$ cat config.mk
export PLATFORM = sky130hd
export DESIGN_NAME = quadrature_position_velocity_tracker
export DESIGN_NICKNAME = d
export VERILOG_FILES = /design/src/rtl/core/qptrk_pkg.sv /design/src/rtl/core/quadrature_position_velocity_tracker.sv /design/src/rtl/core/qptrk_ctrl.sv /design/src/rtl/core/qptrk_dpath.sv
export SDC_FILE = /design/constraint.sdc
export NUM_CORES = 1
export LEC_CHECK = 0
export BUFFER_PORTS_ARGS = -buffer_cell sky130_fd_sc_hd__buf_2
export CAP_MARGIN = 30
export CELL_PAD_IN_SITES_DETAIL_PLACEMENT = 0
export CELL_PAD_IN_SITES_GLOBAL_PLACEMENT = 1
export CORE_ASPECT_RATIO = 1.2
export CORE_MARGIN = 2
export CORE_UTILIZATION = 48
export DETAILED_ROUTE_END_ITERATION = 10
export PLACE_DENSITY_LB_ADDON = 0.1
export SLEW_MARGIN = 15
export SYNTH_ARGS = -nofsm -noshare
export SYNTH_HDL_FRONTEND = slang
export SYNTH_SLANG_ARGS = --single-unit
$ cat constraint.sdc
create_clock -name clock -period 13.6 [get_ports clock]
set_input_delay 1.36 -clock clock [delete_from_list [all_inputs] [get_ports clock]]
set_output_delay 1.36 -clock clock [all_outputs]
set_load 0.02 [all_outputs]
$ cat src/rtl/core/qptrk_pkg.sv
`timescale 1ns / 1ps

package qptrk_pkg;

   // register indexes on the configuration channel
   localparam logic [1:0] CSR_AUTO_RELOAD  = 2'd0;
   localparam logic [1:0] CSR_COUNTS_PER_REV = 2'd1;
   localparam logic [1:0] CSR_ANGLE_OFFSET = 2'd2;

   localparam int CSR_INDEX_WIDTH = 2;
   localparam int CSR_DATA_WIDTH  = 32;

   // one full electrical turn in 1/64 degree units
   localparam int FULL_TURN   = 23040;
   localparam int QUO_WIDTH   = 15;
   localparam int PROD_WIDTH  = 47;
   localparam int SUM_WIDTH   = 18;

   localparam int REQ_DATA_WIDTH = 64;
   localparam int RSP_DATA_WIDTH = 96;
   localparam int RSP_USER_WIDTH = 2;

   localparam logic [31:0] AUTO_RELOAD_RESET  = 32'hFFFF_FFFF;
   localparam logic [31:0] COUNTS_PER_REV_RESET = 32'd4096;

   typedef struct packed {
      logic capture;   // take the input transfer
      logic update;    // delta, position, alignment; seed the divider
      logic div_step;  // one restoring divide step
      logic scale;     // multiply remainder by one full turn
      logic load_div;  // seed the divider with the scaled remainder
      logic send;      // load the result register
   } cmd_type;

   typedef struct packed {
      logic angle_needed;
      logic divisor_zero;
      logic out_free;
   } stat_type;

endpackage

$ cat src/rtl/core/quadrature_position_velocity_tracker.sv
`timescale 1ns / 1ps
// Channel   Direction  Handshake            Payload
// req       in         req_tvalid/tready    tdata: enc_count, index_count; tuser: counting_down
// rsp       out        rsp_tvalid/tready    tdata: position, velocity, phase_angle;
//                                           tuser: index_found, clear_counter
// csr       in         csr_valid/csr_ready  csr_index, csr_data
//
// An aligned tick with a nonzero counts-per-revolution runs the modulo and the angle scaling
// through the divider; other ticks go from update straight to send. The shared restoring
// divider does one bit per cycle: COUNT_WIDTH steps for the modulo, 15 for the angle scaling.
// Reset is synchronous, active high; configuration returns to its reset values.
// A finished result waits in the output register; the next tick is accepted meanwhile
// and only its final load waits for rsp_tready.

module quadrature_position_velocity_tracker #(
   parameter int COUNT_WIDTH = 32
) (
   input  logic                                  clock,
   input  logic                                  reset,
   input  logic                                  req_tvalid,
   output logic                                  req_tready,
   input  logic [qptrk_pkg::REQ_DATA_WIDTH-1:0]  req_tdata,   // enc_count, index_count
   input  logic                                  req_tuser,   // counting_down
   output logic                                  rsp_tvalid,
   input  logic                                  rsp_tready,
   output logic [qptrk_pkg::RSP_DATA_WIDTH-1:0]  rsp_tdata,   // position, velocity, phase_angle
   output logic [qptrk_pkg::RSP_USER_WIDTH-1:0]  rsp_tuser,   // index_found, clear_counter
   input  logic                                  csr_valid,
   output logic                                  csr_ready,
   input  logic [qptrk_pkg::CSR_INDEX_WIDTH-1:0] csr_index,
   input  logic [qptrk_pkg::CSR_DATA_WIDTH-1:0]  csr_data
);
   import qptrk_pkg::*;

   cmd_type  cmd;
   stat_type stat;

   assign csr_ready = 1'b1;

   qptrk_ctrl #(
      .COUNT_WIDTH(COUNT_WIDTH)
   ) u_ctrl (
      .clock      (clock),
      .reset      (reset),
      .req_tvalid (req_tvalid),
      .req_tready (req_tready),
      .stat       (stat),
      .cmd        (cmd)
   );

   qptrk_dpath #(
      .COUNT_WIDTH(COUNT_WIDTH)
   ) u_dpath (
      .clock      (clock),
      .reset      (reset),
      .csr_we     (csr_valid & csr_ready),
      .csr_index  (csr_index),
      .csr_data   (csr_data),
      .req_tdata  (req_tdata),
      .req_tuser  (req_tuser),
      .rsp_tready (rsp_tready),
      .rsp_tvalid (rsp_tvalid),
      .rsp_tdata  (rsp_tdata),
      .rsp_tuser  (rsp_tuser),
      .cmd        (cmd),
      .stat       (stat)
   );

   // a counter clear only comes with alignment
   a_clear_aligned: assert property (@(posedge clock) disable iff (reset)
      rsp_tvalid && rsp_tuser[1] |-> rsp_tuser[0])
      else $error("clear_counter without index_found");

   // no angle before alignment
   a_angle_zero: assert property (@(posedge clock) disable iff (reset)
      rsp_tvalid && !rsp_tuser[0] |-> rsp_tdata[94:80] == '0)
      else $error("phase_angle nonzero before alignment");

   // angle stays within one turn
   a_angle_range: assert property (@(posedge clock) disable iff (reset)
      rsp_tvalid |-> rsp_tdata[94:80] < 15'(FULL_TURN))
      else $error("phase_angle out of range");

   // one tick at a time: ready drops after an input transfer
   a_one_at_a_time: assert property (@(posedge clock) disable iff (reset)
      req_tvalid && req_tready |=> !req_tready)
      else $error("input accepted while busy");

   // a result is loaded only when the output slot is free
   a_no_overwrite: assert property (@(posedge clock) disable iff (reset)
      cmd.send |-> (!rsp_tvalid || rsp_tready))
      else $error("result register overwritten");

endmodule

$ cat src/rtl/core/qptrk_ctrl.sv
`timescale 1ns / 1ps

module qptrk_ctrl #(
   parameter int COUNT_WIDTH = 32
) (
   input  logic                clock,
   input  logic                reset,
   input  logic                req_tvalid,
   output logic                req_tready,
   input  qptrk_pkg::stat_type stat,
   output qptrk_pkg::cmd_type  cmd
);
   import qptrk_pkg::*;

   typedef enum logic [6:0] {
      ST_IDLE   = 7'b0000001,
      ST_UPDATE = 7'b0000010,
      ST_MOD    = 7'b0000100,
      ST_SCALE  = 7'b0001000,
      ST_LOAD   = 7'b0010000,
      ST_DIV    = 7'b0100000,
      ST_SEND   = 7'b1000000
   } state_type;

   localparam int StepBits = $clog2(COUNT_WIDTH);
   localparam logic [StepBits-1:0] ModLast = StepBits'(COUNT_WIDTH - 1);
   localparam logic [StepBits-1:0] DivLast = StepBits'(QUO_WIDTH - 1);

   state_type           state_ff, state_in;
   logic [StepBits-1:0] step_ff, step_in;

   always_comb begin
      state_in   = state_ff;
      step_in    = step_ff;
      cmd        = '0;
      req_tready = 1'b0;
      case (state_ff)
         ST_IDLE: begin
            req_tready = 1'b1;
            if (req_tvalid) begin
               cmd.capture = 1'b1;
               state_in    = ST_UPDATE;
            end
         end
         ST_UPDATE: begin
            cmd.update = 1'b1;
            if (stat.angle_needed && !stat.divisor_zero) begin
               state_in = ST_MOD;
               step_in  = ModLast;
            end else begin
               state_in = ST_SEND;
            end
         end
         ST_MOD: begin
            cmd.div_step = 1'b1;
            if (step_ff == '0) begin
               state_in = ST_SCALE;
            end else begin
               step_in = step_ff - 1'b1;
            end
         end
         ST_SCALE: begin
            cmd.scale = 1'b1;
            state_in  = ST_LOAD;
         end
         ST_LOAD: begin
            cmd.load_div = 1'b1;
            step_in      = DivLast;
            state_in     = ST_DIV;
         end
         ST_DIV: begin
            cmd.div_step = 1'b1;
            if (step_ff == '0) begin
               state_in = ST_SEND;
            end else begin
               step_in = step_ff - 1'b1;
            end
         end
         ST_SEND: begin
            // hold until the result register is free
            if (stat.out_free) begin
               cmd.send = 1'b1;
               state_in = ST_IDLE;
            end
         end
         default: begin
            state_in = ST_IDLE;
         end
      endcase
   end

   always_ff @(posedge clock) begin
      if (reset) begin
         state_ff <= ST_IDLE;
         step_ff  <= '0;
      end else begin
         state_ff <= state_in;
         step_ff  <= step_in;
      end
   end

endmodule

$ cat src/rtl/core/qptrk_dpath.sv
`timescale 1ns / 1ps

module qptrk_dpath #(
   parameter int COUNT_WIDTH = 32
) (
   input  logic                                  clock,
   input  logic                                  reset,
   input  logic                                  csr_we,
   input  logic [qptrk_pkg::CSR_INDEX_WIDTH-1:0] csr_index,
   input  logic [qptrk_pkg::CSR_DATA_WIDTH-1:0]  csr_data,
   input  logic [qptrk_pkg::REQ_DATA_WIDTH-1:0]  req_tdata,
   input  logic                                  req_tuser,
   input  logic                                  rsp_tready,
   output logic                                  rsp_tvalid,
   output logic [qptrk_pkg::RSP_DATA_WIDTH-1:0]  rsp_tdata,
   output logic [qptrk_pkg::RSP_USER_WIDTH-1:0]  rsp_tuser,
   input  qptrk_pkg::cmd_type                    cmd,
   output qptrk_pkg::stat_type                   stat
);
   import qptrk_pkg::*;

   localparam int CW = COUNT_WIDTH;
   localparam logic signed [SUM_WIDTH-1:0] TurnS    = SUM_WIDTH'(FULL_TURN);
   localparam logic signed [SUM_WIDTH-1:0] TwoTurnS = SUM_WIDTH'(2 * FULL_TURN);
   localparam logic signed [SUM_WIDTH-1:0] NegTurnS = SUM_WIDTH'(-FULL_TURN);

   // configuration
   logic [31:0]        auto_reload_ff;
   logic [31:0]        counts_rev_ff;
   logic signed [15:0] offset_ff;

   // captured input
   logic [CW-1:0] cnt_cap_ff;
   logic          down_ff;
   logic [31:0]   idx_cap_ff;

   // tracking state
   logic [CW-1:0] prev_count_ff;
   logic          started_ff;
   logic [63:0]   position_ff;
   logic [31:0]   prev_idx_ff;
   logic          aligned_ff;
   logic          clear_ff;
   logic [15:0]   vel_ff;

   // divider
   logic [31:0]            rem_ff;
   logic [CW-1:0]          dvd_ff;
   logic [QUO_WIDTH-1:0]   quo_ff;
   logic [PROD_WIDTH-1:0]  prod_ff;

   // result register
   logic                  rsp_valid_ff;
   logic [63:0]           rsp_pos_ff;
   logic [15:0]           rsp_vel_ff;
   logic [QUO_WIDTH-1:0]  rsp_angle_ff;
   logic                  rsp_found_ff;
   logic                  rsp_clear_ff;

   logic                        align;
   logic [CW-1:0]               cnt_eff;
   logic [15:0]                 diff16, wrap16, delta16, vel_calc;
   logic [32:0]                 trial, trial_sub;
   logic                        ge;
   logic [31:0]                 rem_in;
   logic signed [SUM_WIDTH-1:0] sum, wrapped;
   logic [QUO_WIDTH-1:0]        angle;

   always_ff @(posedge clock) begin
      if (reset) begin
         auto_reload_ff <= AUTO_RELOAD_RESET;
         counts_rev_ff  <= COUNTS_PER_REV_RESET;
         offset_ff      <= '0;
      end else if (csr_we) begin
         case (csr_index)
            CSR_AUTO_RELOAD:    auto_reload_ff <= csr_data;
            CSR_COUNTS_PER_REV: counts_rev_ff  <= csr_data;
            CSR_ANGLE_OFFSET:   offset_ff      <= csr_data[15:0];
            default: ;
         endcase
      end
   end

   // alignment on the first rise of the index counter
   assign align   = !aligned_ff && (idx_cap_ff > prev_idx_ff);
   assign cnt_eff = align ? '0 : cnt_cap_ff;

   // only the low 16 bits of the delta survive, so work at 16 bits
   assign diff16 = cnt_eff[15:0] - prev_count_ff[15:0];
   assign wrap16 = auto_reload_ff[15:0] + 16'd1;

   always_comb begin
      if (cnt_eff == prev_count_ff) begin
         delta16 = '0;
      end else if (cnt_eff > prev_count_ff) begin
         delta16 = down_ff ? (diff16 - wrap16) : diff16;
      end else begin
         delta16 = down_ff ? diff16 : (diff16 + wrap16);
      end
   end

   assign vel_calc = (started_ff && !align) ? delta16 : '0;

   // one restoring divide step
   assign trial     = {rem_ff, dvd_ff[CW-1]};
   assign trial_sub = trial - {1'b0, counts_rev_ff};
   assign ge        = (trial >= {1'b0, counts_rev_ff});
   assign rem_in    = ge ? trial_sub[31:0] : trial[31:0];

   // wrap quotient plus offset into one turn
   assign sum = $signed({{(SUM_WIDTH - QUO_WIDTH){1'b0}}, quo_ff}) + SUM_WIDTH'(offset_ff);

   always_comb begin
      if (sum < NegTurnS) begin
         wrapped = sum + TwoTurnS;
      end else if (sum < 0) begin
         wrapped = sum + TurnS;
      end else if (sum >= TwoTurnS) begin
         wrapped = sum - TwoTurnS;
      end else if (sum >= TurnS) begin
         wrapped = sum - TurnS;
      end else begin
         wrapped = sum;
      end
   end

   assign angle = aligned_ff ? wrapped[QUO_WIDTH-1:0] : '0;

   always_ff @(posedge clock) begin
      if (reset) begin
         prev_count_ff <= '0;
         started_ff    <= 1'b0;
         position_ff   <= '0;
         prev_idx_ff   <= '0;
         aligned_ff    <= 1'b0;
      end else if (cmd.update) begin
         prev_count_ff <= cnt_eff;
         started_ff    <= 1'b1;
         position_ff   <= align ? '0 : position_ff + {{48{vel_calc[15]}}, vel_calc};
         prev_idx_ff   <= idx_cap_ff;
         aligned_ff    <= aligned_ff | align;
      end
   end

   always_ff @(posedge clock) begin
      if (cmd.capture) begin
         cnt_cap_ff <= req_tdata[CW-1:0];
         down_ff    <= req_tuser;
         idx_cap_ff <= req_tdata[63:32];
      end
      if (cmd.update) begin
         vel_ff   <= vel_calc;
         clear_ff <= align;
         rem_ff   <= '0;
         dvd_ff   <= cnt_eff;
         quo_ff   <= '0;
      end else if (cmd.scale) begin
         prod_ff <= PROD_WIDTH'(rem_ff) * PROD_WIDTH'(FULL_TURN);
      end else if (cmd.load_div) begin
         // quotient fits in QUO_WIDTH bits, so the upper part is already below the divisor
         rem_ff <= prod_ff[PROD_WIDTH-1:QUO_WIDTH];
         dvd_ff <= {prod_ff[QUO_WIDTH-1:0], {(CW - QUO_WIDTH){1'b0}}};
         quo_ff <= '0;
      end else if (cmd.div_step) begin
         rem_ff <= rem_in;
         dvd_ff <= {dvd_ff[CW-2:0], 1'b0};
         quo_ff <= {quo_ff[QUO_WIDTH-2:0], ge};
      end
   end

   always_ff @(posedge clock) begin
      if (reset) begin
         rsp_valid_ff <= 1'b0;
      end else if (cmd.send) begin
         rsp_valid_ff <= 1'b1;
      end else if (rsp_tready) begin
         rsp_valid_ff <= 1'b0;
      end
   end

   always_ff @(posedge clock) begin
      if (cmd.send) begin
         rsp_pos_ff   <= position_ff;
         rsp_vel_ff   <= vel_ff;
         rsp_angle_ff <= angle;
         rsp_found_ff <= aligned_ff;
         rsp_clear_ff <= clear_ff;
      end
   end

   assign stat.angle_needed = aligned_ff | align;
   assign stat.divisor_zero = (counts_rev_ff == '0);
   assign stat.out_free     = !rsp_valid_ff || rsp_tready;

   assign rsp_tvalid = rsp_valid_ff;
   assign rsp_tdata  = {1'b0, rsp_angle_ff, rsp_vel_ff, rsp_pos_ff};
   assign rsp_tuser  = {rsp_clear_ff, rsp_found_ff};

endmodule

==> flow_summary.json <==
{
  "worst_setup_path_end_kind": "flop",
  "final_max_tran_viols": 0,
  "clock_transition_at_the_registers_of_the_reported_paths_ps": 60,
  "cp_slowest_cell": "or4_1",
  "vdd_ir_drop_max_mv": 0.09388,
  "synth.yosys.seq_area_share_pct": 39.61,
  "internal_power_w": 0.003066,
  "setup_violations": 0,
  "synthesis.area_mm2": 0.03171,
  "post_cts_resize_count": 0,
  "worstSetupStartpointType": "flop",
  "ys_ff_latch": 503,
  "fmax_ghz": 0.09142,
  "clkLatencyLatePin_ps": 620,
  "clock_tree.buffer_depth": 3,
  "syn_inst": 3448,
  "outcome": "complete, no violations",
  "grtUsageTotal_pct": 24.84,
  "critical_path_required_ps": 14080,
  "static-leakage-power_nw": 15.14,
  "initial_core_util_pct": 48.35,
  "cts.repair_timing.setup_buffer_count": 0,
  "initial_antenna_violation_count": 5,
  "groute.layer.met1.usage_pct": 29.32,
  "seqPwrFrac_pct": 37.3,
  "timing.slew.headroom_pct": 35.00,
  "hold_path_startpoint": "u_dpath.vel_ff[7]",
  "wire_per_inst_um": 19.08,
  "syn_avg_cell_area_um2": 9.197,
  "largest_stage_delay_on_the_critical_path_ps": 580,
  "hpwlAfterDp_mm": 64.23,
  "die_area_mm2": 0.06815,
  "postRouteAntennaNets": 0,
  "cts_hold_buffers": 0,
  "fp.dieW_um": 238.6,
  "worstReg2RegStart": "u_dpath.idx_cap_ff[26]",
  "worstPathArrival_ps": 11420,
  "tightestPinTransition_ps": 969.1,
  "criticalPathCategory": "reg2reg",
  "clock_skew_ps": 26.85,
  "clkSinkCount": 503,
  "timing.final.crit_period_ps": 10940,
  "place_inst": 4381,
  "dr_pass1_iterations": 5,
  "h-tree-depth": 2,
  "layout_worst_path_cycle_share_pct": 80.43,
  "grt_max_degree": 95,
  "grt_pass1_wl_mm": 135.7,
  "ctsRootBufferMaster": "clkbuf_16",
  "num_vias": 25550,
  "critPathLaunch": "u_dpath.idx_cap_ff[26]",
  "synth_enable_flop_cells": 249,
  "power.net_switching_w": 0.001447,
  "final_hold_viol_count": 0,
  "grt_overflow_total": 0,
  "proportion_of_power_drawn_by_the_clock_network_pct": 35.1,
  "synth-warning-count": 0,
  "rsz0062_at_grt": "no",
  "grt_use_met3_pct": 2.692,
  "gp_routability_congestion": 0.8832,
  "synth_unique_cells": 92,
  "finalCoreUtilization_pct": 54.21,
  "timing.max_cap.violations": 0,
  "worstPathMaxFanout": 49,
  "fin_total_pwr_w": 0.004513,
  "cellPowerDensity_mw_per_mm2": 126.9,
  "core_mm2": 0.06560,
  "grtUsageMet2_pct": 46.92,
  "tritoncts.num_buffers": 56,
  "pin_count": 205,
  "gr-max-usage-layer": "met2",
  "relative_contribution_of_combinational_cells_to_total_power_pct": 27.6,
  "die_height_um": 285.6,
  "proportion_of_layout_cells_with_a_drive_suffix_above_1_pct": 10.17,
  "fin_nets": 4058,
  "route.detailed.vias_per_inst": 5.690,
  "synth_nets": 3904,
  "syn_to_final_growth_pct": 12.13,
  "worst_slack_ps": 2662,
  "place.port_buffers": 202,
  "route.detailed.drc": 0,
  "totalWireLength_mm": 85.68,
  "fin_cells": 4490,
  "post-place-ws_ps": 2756,
  "grt_pass1_vias": 25220,
  "setup_total_negative_slack_ps": 0,
  "initialDrtViolationCount": 1466,
  "ys_async_sr_fraction_pct": 0,
  "synth-main-ff-cell": "dfxtp_1",
  "placement_rows": 103,
  "cts_tree": "built",
  "swShare_pct": 32.06,
  "holdCritPathClass": "reg2reg"
}
==> cell families after synthesis <==
logic type | share of synthesized area (%)
compound gates | 19.01
xor+xnor | 4.356
fa+ha+maj | 15.40
buf+inv | 5.338
flops | 39.61
mux | 0.8285
other cells | 0.02368
simple gates | 15.43
==> path summary, 6_finish.rpt <==
| path | endpoint | slack, ps | cells after the start |
|---|---|---|---|
| worst max register to register | u_dpath.position_ff[61] | 2660 | 39 |
| worst max-delay path | u_dpath.position_ff[61] | 2660 | 39 |
| worst min register to register | u_dpath.rsp_vel_ff[7] | 420 | 0 |
| worst min-delay path | u_dpath.rsp_vel_ff[7] | 420 | 0 |
==> cells in the mapped netlist, types with 7 or more instances <==
| cell | n | area (um2) |
|---|---|---|
| a21o_1 | 99 | 743.2 |
| nor4_1 | 20 | 125.1 |
| nand4_1 | 37 | 231.5 |
| xnor2_1 | 99 | 867.1 |
| a211o_1 | 20 | 175.2 |
| and2_1 | 48 | 300.3 |
| o31ai_1 | 12 | 90.09 |
| or3_1 | 17 | 106.4 |
| o21a_1 | 23 | 172.7 |
| a22o_1 | 31 | 271.5 |
| a22oi_1 | 54 | 405.4 |
| o21ai_1 | 16 | 80.08 |
| and3_1 | 31 | 193.9 |
| nand2_1 | 384 | 1441 |
| nand3b_1 | 9 | 67.56 |
| a32oi_1 | 11 | 96.34 |
| o21bai_1 | 31 | 232.7 |
| dfxtp_1 | 254 | 5085 |
| mux2i_1 | 24 | 240.2 |
| o22ai_1 | 12 | 75.07 |
| nand2b_1 | 29 | 181.4 |
| nor2b_1 | 50 | 312.8 |
| a211oi_1 | 27 | 202.7 |
| xor2_1 | 55 | 481.7 |
| a21oi_1 | 302 | 1511 |
| inv_1 | 307 | 1152 |
| buf_1 | 11 | 41.29 |
| fa_1 | 64 | 1281 |
| o31a_1 | 8 | 70.07 |
| clkbuf_1 | 119 | 446.7 |
| a31oi_1 | 29 | 181.4 |
| o211ai_1 | 14 | 105.1 |
| a311oi_1 | 13 | 113.9 |
| nor2_1 | 219 | 822.0 |
| o21ai_0 | 140 | 700.7 |
| or4_1 | 7 | 52.55 |
| nor3_1 | 61 | 305.3 |
| a221oi_1 | 7 | 61.31 |
| ha_1 | 288 | 3603 |
| nand3_1 | 88 | 440.4 |
| or2_2 | 10 | 62.56 |
| edfxtp_1 | 249 | 7477 |
==> layout make-up <==
cell class | instances | area [um2]
fill | 5995 | 30040
clock inverter | 28 | 345.3
clock buffer | 77 | 1594
inverter | 309 | 1162
timing repair buffer | 233 | 1306
tap | 840 | 1051
multi-input combinational | 2499 | 17540
antenna | 1 | 2.502
sequential | 503 | 12560
==> sequential cells by signal (all words and copies together), names as in the netlist, 32 cells and up <==
register / flops
u_dpath.counts_rev_ff: 32
u_dpath.rem_ff: 32
u_dpath.cnt_cap_ff: 32
u_dpath.prod_ff: 38
u_dpath.prev_count_ff: 32
u_dpath.position_ff: 64
u_dpath.idx_cap_ff: 32
u_dpath.rsp_pos_ff: 64
u_dpath.dvd_ff: 32
u_dpath.prev_idx_ff: 32
==> worst max-delay path, delay by kind of cell, from the launching register on <==
family                   cells  cell delay (ps)
AO/OA/AOI/OAI               18             4870
AND/OR/NAND/NOR             10             2330
adder cells (fa/ha/maj)      4             1560
buffers and inverters        4             1120
flip-flops                   1              400
XOR/XNOR                     2              270
multiplexers                 1              130
==> power by group through the flow <==
| stage | registers (W) | clock network (W) | logic (W) |
|---|---|---|---|
| CTS | 0.00168 | 0.00162 | 0.00125 |
| detailed placement | 0.00172 | 0 | 0.00124 |
| global placement | 0.00171 | 0 | 0.00123 |
| finish | 0.00168 | 0.00158 | 0.00125 |
| global route | 0.00169 | 0.00167 | 0.00140 |
| floorplan | 0.00170 | 0 | 0.000936 |
==> layout by cell type, fill, tap and decap left out, types with 14 or more instances in the layout <==
cell type / Yosys / routed
ha_1: 288 / 288
a31oi_1: 29 / 29
nand2_1: 384 / 384
or3_1: 17 / 17
nor4_1: 20 / 20
nor2_1: 219 / 215
inv_1: 307 / 306
mux2i_1: 24 / 24
buf_2: 3 / 201
o21ai_0: 140 / 140
nor3_1: 61 / 60
fa_1: 64 / 64
nor2b_1: 50 / 49
nand4_1: 37 / 37
and2_1: 48 / 48
a211oi_1: 27 / 26
a22oi_1: 54 / 54
o211ai_1: 14 / 14
nand3_1: 88 / 88
o21ai_1: 16 / 15
buf_4: 4 / 26
a211o_1: 20 / 20
xor2_1: 55 / 55
nand2b_1: 29 / 29
a22o_1: 31 / 31
clkbuf_16: 0 / 59
a21o_1: 99 / 99
xnor2_1: 99 / 99
o21a_1: 23 / 23
edfxtp_1: 249 / 249
a21oi_1: 302 / 302
dfxtp_1: 254 / 254
o21bai_1: 31 / 31
and3_1: 31 / 31
==> per-stage QoR <==
| step | instance area [um2] | hold WS (ps) |
|---|---|---|
| after CTS | 35500 | 418.7 |
| after global routing | 35560 | 422.0 |
| after floorplan | 31710 | 400.3 |
| after detailed placement | 33560 | 404.5 |
| final | 35560 | 418.5 |
| after global placement | 33510 | 401.4 |
==> layer usage <==
metal / routed length (um) / vias to the layer above
met5: 31 / -
met4: 2420 / 4
met3: 2906 / 123
met2: 45190 / 492
met1: 35130 / 12340
li1: - / 12590
Note: power is estimated with default switching activity, not from simulation.
